==> src/rtl/core/rprop_parameter_update_unit_assert.svh <==
// Assertion macros for the RPROP parameter update unit.
// Included by modules that carry concurrent checks; no other dependencies.
`ifndef RPROP_PARAMETER_UPDATE_UNIT_ASSERT_SVH
`define RPROP_PARAMETER_UPDATE_UNIT_ASSERT_SVH
`ifndef ASSERT_OFF
`define RPROP_ASSERT_IMP(label, clk, rst_n, ante, cons) \
    label: assert property (@(posedge clk) disable iff (!(rst_n)) (ante) |-> (cons)) \
        else $error("assertion failed");
`define RPROP_ASSERT_NXT(label, clk, rst_n, ante, cons) \
    label: assert property (@(posedge clk) disable iff (!(rst_n)) (ante) |=> (cons)) \
        else $error("assertion failed");
`else
`define RPROP_ASSERT_IMP(label, clk, rst_n, ante, cons)
`define RPROP_ASSERT_NXT(label, clk, rst_n, ante, cons)
`endif
`endif

==> src/rtl/core/rprop_pkg.sv <==
// Shared types and constants for the RPROP parameter update unit.
// No dependencies.
`timescale 1ns / 1ps
package rprop_pkg;
    localparam int PARAM_W  = 32;
    localparam int STEP_W   = 23;
    localparam int GROW_W   = 18;
    localparam int SHRINK_W = 17;
    localparam int CFG_IDX_W = 3;

    localparam logic [1:0] SIGN_NONE = 2'd0;
    localparam logic [1:0] SIGN_POS  = 2'd1;
    localparam logic [1:0] SIGN_NEG  = 2'd2;

    localparam logic REQ_LOAD = 1'b0;
    localparam logic REQ_GRAD = 1'b1;

    localparam logic [CFG_IDX_W-1:0] CFG_INITIAL_STEP  = 3'd0;
    localparam logic [CFG_IDX_W-1:0] CFG_MAX_STEP      = 3'd1;
    localparam logic [CFG_IDX_W-1:0] CFG_MIN_STEP      = 3'd2;
    localparam logic [CFG_IDX_W-1:0] CFG_GROW_FACTOR   = 3'd3;
    localparam logic [CFG_IDX_W-1:0] CFG_SHRINK_FACTOR = 3'd4;

    localparam logic [STEP_W-1:0]   RST_INITIAL_STEP  = 23'd6554;
    localparam logic [STEP_W-1:0]   RST_MAX_STEP      = 23'd3276800;
    localparam logic [STEP_W-1:0]   RST_MIN_STEP      = 23'd7;
    localparam logic [GROW_W-1:0]   RST_GROW_FACTOR   = 18'd78643;
    localparam logic [SHRINK_W-1:0] RST_SHRINK_FACTOR = 17'd32768;

    typedef struct packed {
        logic [STEP_W-1:0]   initial_step;
        logic [STEP_W-1:0]   max_step;
        logic [STEP_W-1:0]   min_step;
        logic [GROW_W-1:0]   grow_factor;
        logic [SHRINK_W-1:0] shrink_factor;
    } t_cfg;

    typedef struct packed {
        logic [PARAM_W-1:0] param;
        logic [STEP_W-1:0]  step;
        logic [1:0]         sign;
    } t_entry;
endpackage

==> src/rtl/core/rprop_req_if.sv <==
// Request channel: valid/ready handshake with load or gradient payload.
// No dependencies.
`timescale 1ns / 1ps
interface rprop_req_if;
    logic               valid;
    logic               ready;
    logic               req_type;
    logic [2:0]         param_index;
    logic signed [31:0] param_value;
    logic signed [31:0] gradient;

    modport source (output valid, req_type, param_index, param_value, gradient,
                    input ready);
    modport sink   (input valid, req_type, param_index, param_value, gradient,
                    output ready);
endinterface

==> src/rtl/core/rprop_rsp_if.sv <==
// Response channel: valid/ready handshake with updated parameter and step.
// No dependencies.
`timescale 1ns / 1ps
interface rprop_rsp_if;
    logic               valid;
    logic               ready;
    logic signed [31:0] param_out;
    logic [22:0]        step_out;

    modport source (output valid, param_out, step_out, input ready);
    modport sink   (input valid, param_out, step_out, output ready);
endinterface

==> src/rtl/core/rprop_calc.sv <==
// Per-item RPROP update of one entry: load, or sign compare, step scaling, saturating move.
// Depends on rprop_pkg.
`timescale 1ns / 1ps
module rprop_calc (
    input  rprop_pkg::t_cfg   i_cfg,
    input  logic              i_load,
    input  logic [31:0]       i_param_value,
    input  logic [31:0]       i_gradient,
    input  rprop_pkg::t_entry i_entry,
    output rprop_pkg::t_entry o_entry
);
    import rprop_pkg::*;

    logic [1:0]          sgn;
    logic                opposite;
    logic                agree;
    logic [GROW_W-1:0]   factor;
    logic [40:0]         prod;
    logic [STEP_W-1:0]   scaled;
    logic [STEP_W-1:0]   step_new;
    logic signed [33:0]  delta;
    logic signed [33:0]  sum;
    logic [PARAM_W-1:0]  moved;

    assign sgn = (i_gradient == '0) ? SIGN_NONE : (i_gradient[31] ? SIGN_NEG : SIGN_POS);
    assign opposite = (sgn != SIGN_NONE) && (i_entry.sign != SIGN_NONE) && (sgn != i_entry.sign);
    assign agree    = (sgn != SIGN_NONE) && (sgn == i_entry.sign);

    assign factor = opposite ? {1'b0, i_cfg.shrink_factor} : i_cfg.grow_factor;
    assign prod   = 41'(i_entry.step) * 41'(factor);
    // product >> 16, saturated to the step width
    assign scaled = (|prod[40:39]) ? {STEP_W{1'b1}} : prod[38:16];

    always_comb begin
        step_new = i_entry.step;
        if (opposite) begin
            step_new = (scaled < i_cfg.min_step) ? i_cfg.min_step : scaled;
        end else if (agree) begin
            step_new = (scaled > i_cfg.max_step) ? i_cfg.max_step : scaled;
        end
    end

    assign delta = (sgn == SIGN_POS) ? -$signed({11'b0, step_new}) : $signed({11'b0, step_new});
    assign sum   = $signed({{2{i_entry.param[31]}}, i_entry.param}) + delta;

    always_comb begin
        if (!sum[33] && (sum[32:31] != 2'b00)) begin
            moved = 32'h7FFF_FFFF;
        end else if (sum[33] && (sum[32:31] != 2'b11)) begin
            moved = 32'h8000_0000;
        end else begin
            moved = sum[31:0];
        end
    end

    always_comb begin
        if (i_load == REQ_LOAD) begin
            o_entry.param = i_param_value;
            o_entry.step  = i_cfg.initial_step;
            o_entry.sign  = SIGN_NONE;
        end else if (opposite) begin
            o_entry.param = i_entry.param;
            o_entry.step  = step_new;
            o_entry.sign  = SIGN_NONE;
        end else begin
            o_entry.param = (sgn == SIGN_NONE) ? i_entry.param : moved;
            o_entry.step  = step_new;
            o_entry.sign  = sgn;
        end
    end
endmodule

==> src/rtl/core/rprop_parameter_update_unit.sv <==
// RPROP parameter update unit: state memory, read-modify-write pipeline, config registers.
// Depends on rprop_pkg, rprop_req_if, rprop_rsp_if, rprop_calc and the assertion header.
//
//  channel   dir  handshake       payload
//  i_req     in   valid/ready     req_type, param_index, param_value, gradient
//  o_rsp     out  valid/ready     param_out, step_out
//  i_cfg_*   in   write enable    i_cfg_index, i_cfg_data
//
// One item per cycle while results are taken; an input transfer is registered in the update
// stage and then in the result register, which drives the result valid.
// Transfer cycle reads the entry memory; the update stage then updates and writes it back
// when it advances, with a bypass register covering a back-to-back item on the same entry.
// Synchronous reset; step and sign of every entry read as reset values until written.
// A stalled result holds the update stage, which in turn holds the request side.
`timescale 1ns / 1ps
`include "rprop_parameter_update_unit_assert.svh"
module rprop_parameter_update_unit #(
    parameter int NUM_PARAMS = 3
) (
    input  logic                             i_clk,
    input  logic                             i_rst_n,
    rprop_req_if.sink                        i_req,
    rprop_rsp_if.source                      o_rsp,
    input  logic                             i_cfg_we,
    input  logic [rprop_pkg::CFG_IDX_W-1:0]  i_cfg_index,
    input  logic [rprop_pkg::STEP_W-1:0]     i_cfg_data
);
    import rprop_pkg::*;

    localparam int IDX_W = (NUM_PARAMS > 1) ? $clog2(NUM_PARAMS) : 1;

    t_cfg               r_cfg;
    t_entry             r_mem [NUM_PARAMS];
    logic [NUM_PARAMS-1:0] r_vld;

    logic               r_s1_vld;
    logic               r_s1_load;
    logic               r_s1_inr;
    logic [IDX_W-1:0]   r_s1_addr;
    logic [31:0]        r_s1_pv;
    logic [31:0]        r_s1_gv;
    t_entry             r_rd_data;
    logic               r_rd_vld;
    logic               r_byp;
    t_entry             r_byp_data;

    logic               r_out_vld;
    logic [31:0]        r_out_param;
    logic [STEP_W-1:0]  r_out_step;

    logic               in_fire;
    logic               s1_adv;
    logic [IDX_W-1:0]   addr_in;
    logic               inr_in;
    logic               wr_en;
    t_entry             entry_cur;
    t_entry             entry_new;

    assign s1_adv  = r_s1_vld && (!r_out_vld || o_rsp.ready);
    assign i_req.ready = !r_s1_vld || s1_adv;
    assign in_fire = i_req.valid && i_req.ready;
    assign addr_in = i_req.param_index[IDX_W-1:0];
    assign inr_in  = 4'(i_req.param_index) < 4'(NUM_PARAMS);
    assign wr_en   = s1_adv && r_s1_inr;

    always_ff @(posedge i_clk) begin
        if (!i_rst_n) begin
            r_cfg.initial_step  <= RST_INITIAL_STEP;
            r_cfg.max_step      <= RST_MAX_STEP;
            r_cfg.min_step      <= RST_MIN_STEP;
            r_cfg.grow_factor   <= RST_GROW_FACTOR;
            r_cfg.shrink_factor <= RST_SHRINK_FACTOR;
        end else if (i_cfg_we) begin
            unique case (i_cfg_index)
                CFG_INITIAL_STEP:  r_cfg.initial_step  <= i_cfg_data;
                CFG_MAX_STEP:      r_cfg.max_step      <= i_cfg_data;
                CFG_MIN_STEP:      r_cfg.min_step      <= i_cfg_data;
                CFG_GROW_FACTOR:   r_cfg.grow_factor   <= i_cfg_data[GROW_W-1:0];
                CFG_SHRINK_FACTOR: r_cfg.shrink_factor <= i_cfg_data[SHRINK_W-1:0];
                default: ;
            endcase
        end
    end

    // entry memory, read-before-write
    always_ff @(posedge i_clk) begin
        if (in_fire) begin
            r_rd_data <= r_mem[addr_in];
        end
        if (wr_en) begin
            r_mem[r_s1_addr] <= entry_new;
        end
    end

    always_ff @(posedge i_clk) begin
        if (!i_rst_n) begin
            r_vld <= '0;
        end else if (wr_en) begin
            r_vld[r_s1_addr] <= 1'b1;
        end
    end

    always_ff @(posedge i_clk) begin
        if (!i_rst_n) begin
            r_s1_vld <= 1'b0;
            r_rd_vld <= 1'b0;
            r_byp    <= 1'b0;
        end else if (in_fire) begin
            r_s1_vld <= 1'b1;
            r_rd_vld <= r_vld[addr_in];
            r_byp    <= wr_en && (r_s1_addr == addr_in);
        end else if (s1_adv) begin
            r_s1_vld <= 1'b0;
        end
    end

    always_ff @(posedge i_clk) begin
        if (in_fire) begin
            r_s1_load  <= i_req.req_type;
            r_s1_inr   <= inr_in;
            r_s1_addr  <= addr_in;
            r_s1_pv    <= i_req.param_value;
            r_s1_gv    <= i_req.gradient;
            r_byp_data <= entry_new;
        end
    end

    always_comb begin
        if (r_byp) begin
            entry_cur = r_byp_data;
        end else if (r_rd_vld) begin
            entry_cur = r_rd_data;
        end else begin
            entry_cur.param = r_rd_data.param;
            entry_cur.step  = RST_INITIAL_STEP;
            entry_cur.sign  = SIGN_NONE;
        end
    end

    rprop_calc u_calc (
        .i_cfg         (r_cfg),
        .i_load        (r_s1_load),
        .i_param_value (r_s1_pv),
        .i_gradient    (r_s1_gv),
        .i_entry       (entry_cur),
        .o_entry       (entry_new)
    );

    always_ff @(posedge i_clk) begin
        if (!i_rst_n) begin
            r_out_vld <= 1'b0;
        end else if (s1_adv) begin
            r_out_vld <= 1'b1;
        end else if (o_rsp.ready) begin
            r_out_vld <= 1'b0;
        end
    end

    always_ff @(posedge i_clk) begin
        if (s1_adv) begin
            r_out_param <= r_s1_inr ? entry_new.param : '0;
            r_out_step  <= r_s1_inr ? entry_new.step  : '0;
        end
    end

    assign o_rsp.valid     = r_out_vld;
    assign o_rsp.param_out = r_out_param;
    assign o_rsp.step_out  = r_out_step;

    `RPROP_ASSERT_IMP(a_ready_only_when_busy, i_clk, i_rst_n, !i_req.ready, r_s1_vld)
    `RPROP_ASSERT_NXT(a_adv_gives_result, i_clk, i_rst_n, s1_adv, o_rsp.valid)
    `RPROP_ASSERT_NXT(a_out_of_range_zero, i_clk, i_rst_n, s1_adv && !r_s1_inr, (o_rsp.param_out == '0) && (o_rsp.step_out == '0))
endmodule
==> src/flat_wrapper.sv <==
// flat-port wrapper written by rule: the top's interface ports become plain ports
module rprop_parameter_update_unit_flat import rprop_pkg::*;
#(
    parameter int NUM_PARAMS = 3
)
  (i_clk, i_rst_n, i_cfg_we, i_cfg_index, i_cfg_data, i_req_valid, i_req_req_type, i_req_param_index, i_req_param_value, i_req_gradient, i_req_ready, o_rsp_valid, o_rsp_param_out, o_rsp_step_out, o_rsp_ready);
  rprop_req_if i_req_i ();
  rprop_rsp_if o_rsp_i ();
  input  logic i_clk;
  input  logic i_rst_n;
  input  logic i_cfg_we;
  input  logic [rprop_pkg::CFG_IDX_W-1:0] i_cfg_index;
  input  logic [rprop_pkg::STEP_W-1:0] i_cfg_data;
  input wire logic [$bits(i_req_i.valid)-1:0] i_req_valid;
  input wire logic [$bits(i_req_i.req_type)-1:0] i_req_req_type;
  input wire logic [$bits(i_req_i.param_index)-1:0] i_req_param_index;
  input wire logic [$bits(i_req_i.param_value)-1:0] i_req_param_value;
  input wire logic [$bits(i_req_i.gradient)-1:0] i_req_gradient;
  output wire logic [$bits(i_req_i.ready)-1:0] i_req_ready;
  output wire logic [$bits(o_rsp_i.valid)-1:0] o_rsp_valid;
  output wire logic [$bits(o_rsp_i.param_out)-1:0] o_rsp_param_out;
  output wire logic [$bits(o_rsp_i.step_out)-1:0] o_rsp_step_out;
  input wire logic [$bits(o_rsp_i.ready)-1:0] o_rsp_ready;
  assign i_req_i.valid = i_req_valid;
  assign i_req_i.req_type = i_req_req_type;
  assign i_req_i.param_index = i_req_param_index;
  assign i_req_i.param_value = i_req_param_value;
  assign i_req_i.gradient = i_req_gradient;
  assign i_req_ready = i_req_i.ready;
  assign o_rsp_valid = o_rsp_i.valid;
  assign o_rsp_param_out = o_rsp_i.param_out;
  assign o_rsp_step_out = o_rsp_i.step_out;
  assign o_rsp_i.ready = o_rsp_ready;
  rprop_parameter_update_unit #(.NUM_PARAMS(NUM_PARAMS)) u_core (.i_clk(i_clk), .i_rst_n(i_rst_n), .i_req(i_req_i), .o_rsp(o_rsp_i), .i_cfg_we(i_cfg_we), .i_cfg_index(i_cfg_index), .i_cfg_data(i_cfg_data));
endmodule
==> config.mk <==
export PLATFORM = sky130hd
export DESIGN_NAME = rprop_parameter_update_unit_flat
export DESIGN_NICKNAME = d
export VERILOG_FILES = /design/src/rtl/core/rprop_pkg.sv /design/src/rtl/core/rprop_req_if.sv /design/src/rtl/core/rprop_rsp_if.sv /design/src/rtl/core/rprop_calc.sv /design/src/rtl/core/rprop_parameter_update_unit.sv /design/src/flat_wrapper.sv
export VERILOG_INCLUDE_DIRS = /design/src /design/src/rtl/core
export SDC_FILE = /design/constraint.sdc
export NUM_CORES = 2
export LEC_CHECK = 0
export BUFFER_PORTS_ARGS = -buffer_cell sky130_fd_sc_hd__buf_2
export CAP_MARGIN = 10
export CORE_MARGIN = 1.5
export CORE_UTILIZATION = 50
export CTS_CLUSTER_SIZE = 24
export DETAILED_ROUTE_END_ITERATION = 6
export PLACE_DENSITY = 0.79
export SKIP_LAST_GASP = 1
export SYNTH_ARGS = -nofsm -noshare
export SYNTH_HDL_FRONTEND = slang
export SYNTH_SLANG_ARGS = --single-unit
==> constraint.sdc <==
create_clock -name i_clk -period 16.15 [get_ports i_clk]
set_input_delay 4.0375 -clock i_clk [delete_from_list [all_inputs] [get_ports i_clk]]
set_output_delay 4.0375 -clock i_clk [all_outputs]
set_load 0.01 [all_outputs]
== After elaboration in Yosys (flattened, before gate mapping) ==
Memories as Yosys holds them, arrays and structs flattened. A register that Yosys moved wholly into a read port is not among the register bits.
Index checks and enable logic that the tools add are counted.

* Memories: 1
* Logic and storage cells: 95
* Memory bits (writable): 171
* Register bits: 291
* Input port bits: 99
* Output and inout bits: 57

{| class="wikitable"
|+ Memory list
! memory !! words !! bits a word !! read ports !! clocked after Yosys merged registers in !! wr ports !! line !! text
|-
| u_core.r_mem || 3 || 57 || 1 || 1 || 1 || rprop_parameter_update_unit.sv:33 || <nowiki>t_entry r_mem [NUM_PARAMS];</nowiki>
|}

* Add/sub/neg operators: 2
* Bitwise operators: 1
* Mux-type cells: 26
* Multipliers: 1
* Eq/ne operators: 9
* Reductions and logical operators: 29
* $lt $le $gt $ge: 6

{| class="wikitable"
|+ Operators by type and width
! kind !! number
|-
| $mux 57 || 3
|-
| $mux 23 || 5
|-
| $mux 32 || 3
|-
| $mul 23x18->41 || 1
|-
| $add 32x34->34 || 1
|-
| $mux 34 || 1
|-
| $neg 23->34 || 1
|-
| $logic_not 32->1 || 1
|-
| $mux 25 || 1
|-
| $gt 23x23->1 || 1
|-
| $lt 23x23->1 || 1
|-
| $mux 18 || 1
|-
| $logic_and 1x1->1 || 10
|-
| $reduce_and 2->1 || 5
|-
| $reduce_bool 2->1 || 5
|-
| $mux 1 || 8
|-
| $eq 3x2->1 const B || 2
|-
| $lt 2x3->1 const B || 2
|-
| $eq 2x2->1 || 2
|-
| $mux 2 || 2
|-
| $eq 3x1->1 const B || 1
|-
| $eq 3x3->1 const B || 1
|-
| $logic_not 1->1 || 3
|-
| $logic_not 3->1 || 1
|-
| other kinds (11) || 12
|}

== Depth between registers and ports, before layout ==
* Word-level depth: 23
* Depth in mapped cells: 70
* Gate-level depth less buffers: 57

== Hierarchy ==
From an unflattened synthesis, not the netlist that was laid out.

* Cells, all modules: 3,732
* Area total of the unflattened synthesis: 37,760.0 sq um

{| class="wikitable"
|+ Modules (own cells, without submodules)
! module !! area each (sq um) !! cells an instance !! sequential area each (sq um) !! instances
|-
| rprop_calc || 19,353.6 || 2,494 || 0.0 || 1
|-
| rprop_parameter_update_unit || 18,406.4 || 1,238 || 14,473.9 || 1
|}

== Worst setup path before layout ==
OpenSTA, ideal clock, no wires.

* Path type: flip-flop to flip-flop
* Start: register u_core.r_rd_data[0] (netlist name)
* End: register u_core.r_byp_data[34] (netlist bit), data pin
* Data required time: 15,889 ps
* Stages on the path, launching flop included: 63
* Setup slack: 326 ps
* Setup time: 261 ps
* Period minus slack after synthesis: 15,824 ps
* Data arrival time: 15,563 ps
* Buffers on the path: 11
* Path through: edfxtp_1 -> and2_0 -> mux4_2 -> o21ai_1 -> clkbuf_1 -> clkbuf_1 -> buf_1 -> clkbuf_1 -> mux2i_1 -> clkbuf_1 -> nor2_1 -> fa_1 -> inv_1 -> fa_1 -> fa_1 -> fa_1 -> inv_1 -> fa_1 -> [27 not listed] -> or4_1 -> o41ai_1 -> xnor2_1 -> ha_1 -> a21o_1 -> or3_1 -> a211oi_1 -> nor3_1 -> a21oi_1 -> o31ai_1 -> o31ai_1 -> xnor2_1 -> and2_1 -> a221o_1 -> nor2_4 -> buf_6 -> o21ai_2 -> a31o_2

{| class="wikitable"
|+ RTL lines
! item !! line !! text
|-
| end signal: assignment || rprop_parameter_update_unit.sv:124 || <nowiki>r_byp_data <= entry_new;</nowiki>
|-
| end: declaration || rprop_parameter_update_unit.sv:45 || <nowiki>t_entry r_byp_data;</nowiki>
|}

==> out/qor.csv <==
stage;metric;value;unit
finish;Final Instance Area;42500;um2
timing;Max Clk Rate;64.7;MHz
timing;setup violators final;0;
synthesis;syn avg cell area;10.1;um2
finish;Area Growth Syn to Fin;11.9;%
synthesis;asr flop ratio synth;0;%
floorplan;die span in y;278;um
global_routing;Overflow after GRT;0;
setup_path;R2R Setup Slk;0.70;ns
power_and_ir_drop;internal power;0.00416;W
synthesis;Seq cells post-synth;519;
power_and_ir_drop;part of the power in registers;20.2;%
timing;worst rel slew slack;30.4;%
synthesis;Synth Cell Area;37900;um2
clocking;Post-CTS Hold Buffers;0;
finish;fin nets;4581;
timing;worst-margin pin slew;1.04;ns
floorplan;FP Rows;100;
worst_hold_path;Hold Path Class;reg -> reg;
setup_path;Worst Reg-to-Reg Cells;59;
timing;period utilization;95.6;%
detailed_routing;final WL;116000;um
floorplan;die area;77500;um2
synthesis;Post-synth EDFFs;408;
floorplan;Starting Density;50.8;%
setup_path;Crit. End Element;flip-flop;
power_and_ir_drop;Logic pwr share;64.3;%
timing;PnR worst setup slack;0.703;ns
placement;Port Buf Inserts;155;
detailed_routing;DRC;0;
finish;diode count;0;
global_routing;vias in the first global route;29600;
placement;gpl congestion;1.05;
synthesis;Yosys cell types;90;
run;MaxCap Viol Count;0;
finish;multi-input logic area;21000;um2
global_routing;initial antenna violation count;1;
synthesis;syn_nets;4373;
setup_path;CP startpoint;u_core.r_s1_gv[31];
timing;Tmin final;15.45;ns
setup_path;CP peak stage delay;0.58;ns
clocking;number of CTS-inserted buffers;51;
placement;placed cell areas;40600;um2
synthesis;Seq/Total Area, Yosys;38.2;%
synthesis;Synth Instances;3747;
clocking;clock tree buffer depth;3;
finish;layout cells sized above 1;13.9;%
floorplan;I/O pin cnt;156;
detailed_routing;Final ANT Viol Nets;0;
setup_path;critical path's slowest cell;xnor2_1;
clocking;Root Driver;clkbuf_16;
setup_path;Worst R2R Start;u_core.r_s1_gv[31];
global_routing;All-Layer GR Usage;30.1;%
detailed_routing;DR vias/cell;5.87;
run_status;outcome;completed;
setup_path;CP endpoint;u_core.r_byp_data[25];
power_and_ir_drop;Pleak;18.1;nW
floorplan;core area;74700;um2
finish;register area;14500;um2
detailed_routing;Iteration-0 DRC Markers;2750;
placement;worst slack, placed;0.465;ns
setup_path;Worst setup SP type;flip-flop;
setup_path;Worst EP required;16.50;ns
synthesis;Ys Warns;0;
setup_path;Crit Path Class;reg -> reg;
power_and_ir_drop;Worst VDD drop;220;uV
power_and_ir_drop;PD cells;187;nW/um2
floorplan;Chip Width;278;um
detailed_routing;Avg WL per Cell;23.4;um
clocking;CTS tree;done;
placement;dpl hpwl;87800;um
timing;Hold Vio Cnt, Final;0;
timing;final slew viol count;0;
power_and_ir_drop;switching part of the total power;47.5;%
setup_path;CP max FO;21;
global_routing;largest net degree at the start of global routing;112;
global_routing;first-pass GRT wire length;177000;um
setup_path;arrival time at the worst endpoint;15.80;ns
power_and_ir_drop;NetSw;0.00376;W
clocking;CTS Sinks;519;
clocking;latest clock arrival within the worst-skew pair;0.61;ns
setup_path;RR Endpoint;u_core.r_byp_data[25];
timing;final clock skew;0.0382;ns
synthesis;main flop type after synthesis;edfxtp_1;
power_and_ir_drop;Clock Power Share;15.5;%
setup_path;CP dominant cell by count;nand2_1;
finish;fill count;6212;
detailed_routing;DR vias;29200;
detailed_routing;DR pass1 iterations;7;
clocking;H-tree depth;2;
clocking;clk slew on worst S/H paths;0.07;ns
==> layout make-up <==
class	instances	share of cell area [%]
inverter	477	4.24
tap	969	2.86
multi-input combinational	2571	49.6
clock inverter	33	0.869
sequential	519	34.1
timing repair buffer	335	5.21
clock buffer	61	3.17
==> placed cells by master, fill, tap and decap left out, drive strengths merged, types with 12 or more instances in the layout <==
master    n
dfxtp   111
xnor2    40
o31ai    24
inv     479
edfxtp  408
or2      12
and3     19
clkbuf   61
a31o     28
a21boi   83
buf     335
nor4     12
o21a     32
mux2     44
nand4    20
ha      192
a31oi    14
nor3     37
and2     55
o21ai   169
clkinv   17
o22ai    14
nand3    35
a22oi    18
o211ai   17
nor2    207
a32o     23
mux2i    75
fa      335
xor2     33
a22o     18
a21o     43
a21oi   115
nand2b   42
a211oi   15
nand2   656
nor2b    39
==> routing by layer <==
layer	up-vias	routed length, um	track usage, %
li1	13000	-	-
met3	327	8620	4.74
met5	-	7	0
met4	2	6670	15.9
met1	14500	44200	37.6
met2	1349	56400	50.5
==> synth_stat cells (19+ instances only) <==
cell type	n	area, um2
a21boi_0	83	623
and2_1	54	338
a32o_1	23	230
nor2b_1	39	244
nor2_1	206	773
inv_1	476	1790
a21o_1	43	323
xor2_1	33	289
o21ai_0	145	726
a31o_2	21	184
fa_1	335	6710
ha_1	192	2400
o21ai_2	21	184
nand3_1	35	175
edfxtp_1	408	12300
a21oi_1	115	576
dfxtp_1	111	2220
nor3_1	35	175
nand4_1	19	119
clkbuf_1	154	578
nand2_1	655	2460
xnor2_1	40	350
mux2i_1	75	751
o21a_1	31	233
mux2_2	44	495
o31ai_1	21	158
nand2b_1	42	263
==> kinds of logic (layout without fill, tap and decap cells) <==
kind of cell    Yosys count  after routing  synth area share [%]
mux                     120            120                  3.35
flops                   519            519                  38.2
xor+xnor                 73             73                  1.69
buf+inv                 657            906                  6.66
compound gates          684            684                  12.5
fa+ha+maj               527            527                  24.0
simple gates           1167           1167                  13.6
==> power groups by stage <==
stage               logic, W  registers [W]  clock network [W]
finish               0.00510        0.00160            0.00123
global route         0.00557        0.00160            0.00129
global placement     0.00495        0.00162                  0
floorplan            0.00323        0.00162                  0
CTS                  0.00498        0.00160            0.00124
detailed placement   0.00494        0.00163                  0
==> flip-flops by register name, summed over array words and instances, names as in the netlist <==
register	flops
u_core.r_s1_pv	32
u_core.r_rd_data	57
u_core.o_rsp.valid	1
u_core.r_s1_addr	2
u_core.r_s1_load	1
u_core.r_mem	171
u_core.r_rd_vld	1
u_core.o_rsp.param_out	32
u_core.r_byp	1
u_core.r_s1_vld	1
u_core.o_rsp.step_out	23
u_core.r_cfg	104
u_core.r_byp_data	57
u_core.r_vld	3
u_core.r_s1_gv	32
u_core.r_s1_inr	1
==> repair_timing <==
action,in CTS,in global routing
endpoints found under the hold margin,0,0
buffers inserted,0,4
endpoints found under the setup margin,0,160
resized for setup,0,15
==> per-stage QoR <==
step | utilization, % | TNS (ns) | total power, W | hold slack, ns | cells
floorplan | - | 0 | 0.00486 | 0.434 | 3747
global placement | 54.4 | 0 | 0.00657 | 0.447 | 4867
detailed placement | 54.4 | 0 | 0.00656 | 0.453 | 4867
CTS | 56.7 | 0 | 0.00782 | 0.467 | 4961
global route | 56.8 | -0.187 | 0.00847 | 0.487 | 4965
finish | 56.8 | 0 | 0.00792 | 0.467 | 4965
==> worst max-delay path: cells and delay by family (launching register included) <==
kind | cells | cell delay, ns
XOR/XNOR | 3 | 0.90
AO/OA/AOI/OAI | 20 | 5.07
buffers and inverters | 10 | 1.57
adder cells (fa/ha/maj) | 9 | 3.99
AND/OR/NAND/NOR | 17 | 3.10
flip-flops | 1 | 0.52
==> how the worst min path moves through the flow <==
stage,start,slack [ns],depth (start not counted),to
2_1_floorplan,u_core.r_cfg[35],0.43,2,u_core.r_cfg[35]
3_3_place_gp,u_core.r_vld[2],0.45,1,u_core.r_vld[2]
3_5_place_dp,u_core.r_vld[2],0.45,1,u_core.r_vld[2]
4_1_cts,u_core.r_vld[2],0.47,1,u_core.r_vld[2]
5_1_grt,u_core.r_vld[0],0.49,1,u_core.r_vld[0]
6_report,u_core.r_vld[2],0.47,1,u_core.r_vld[2]
Power figures use the tool's default switching activity.
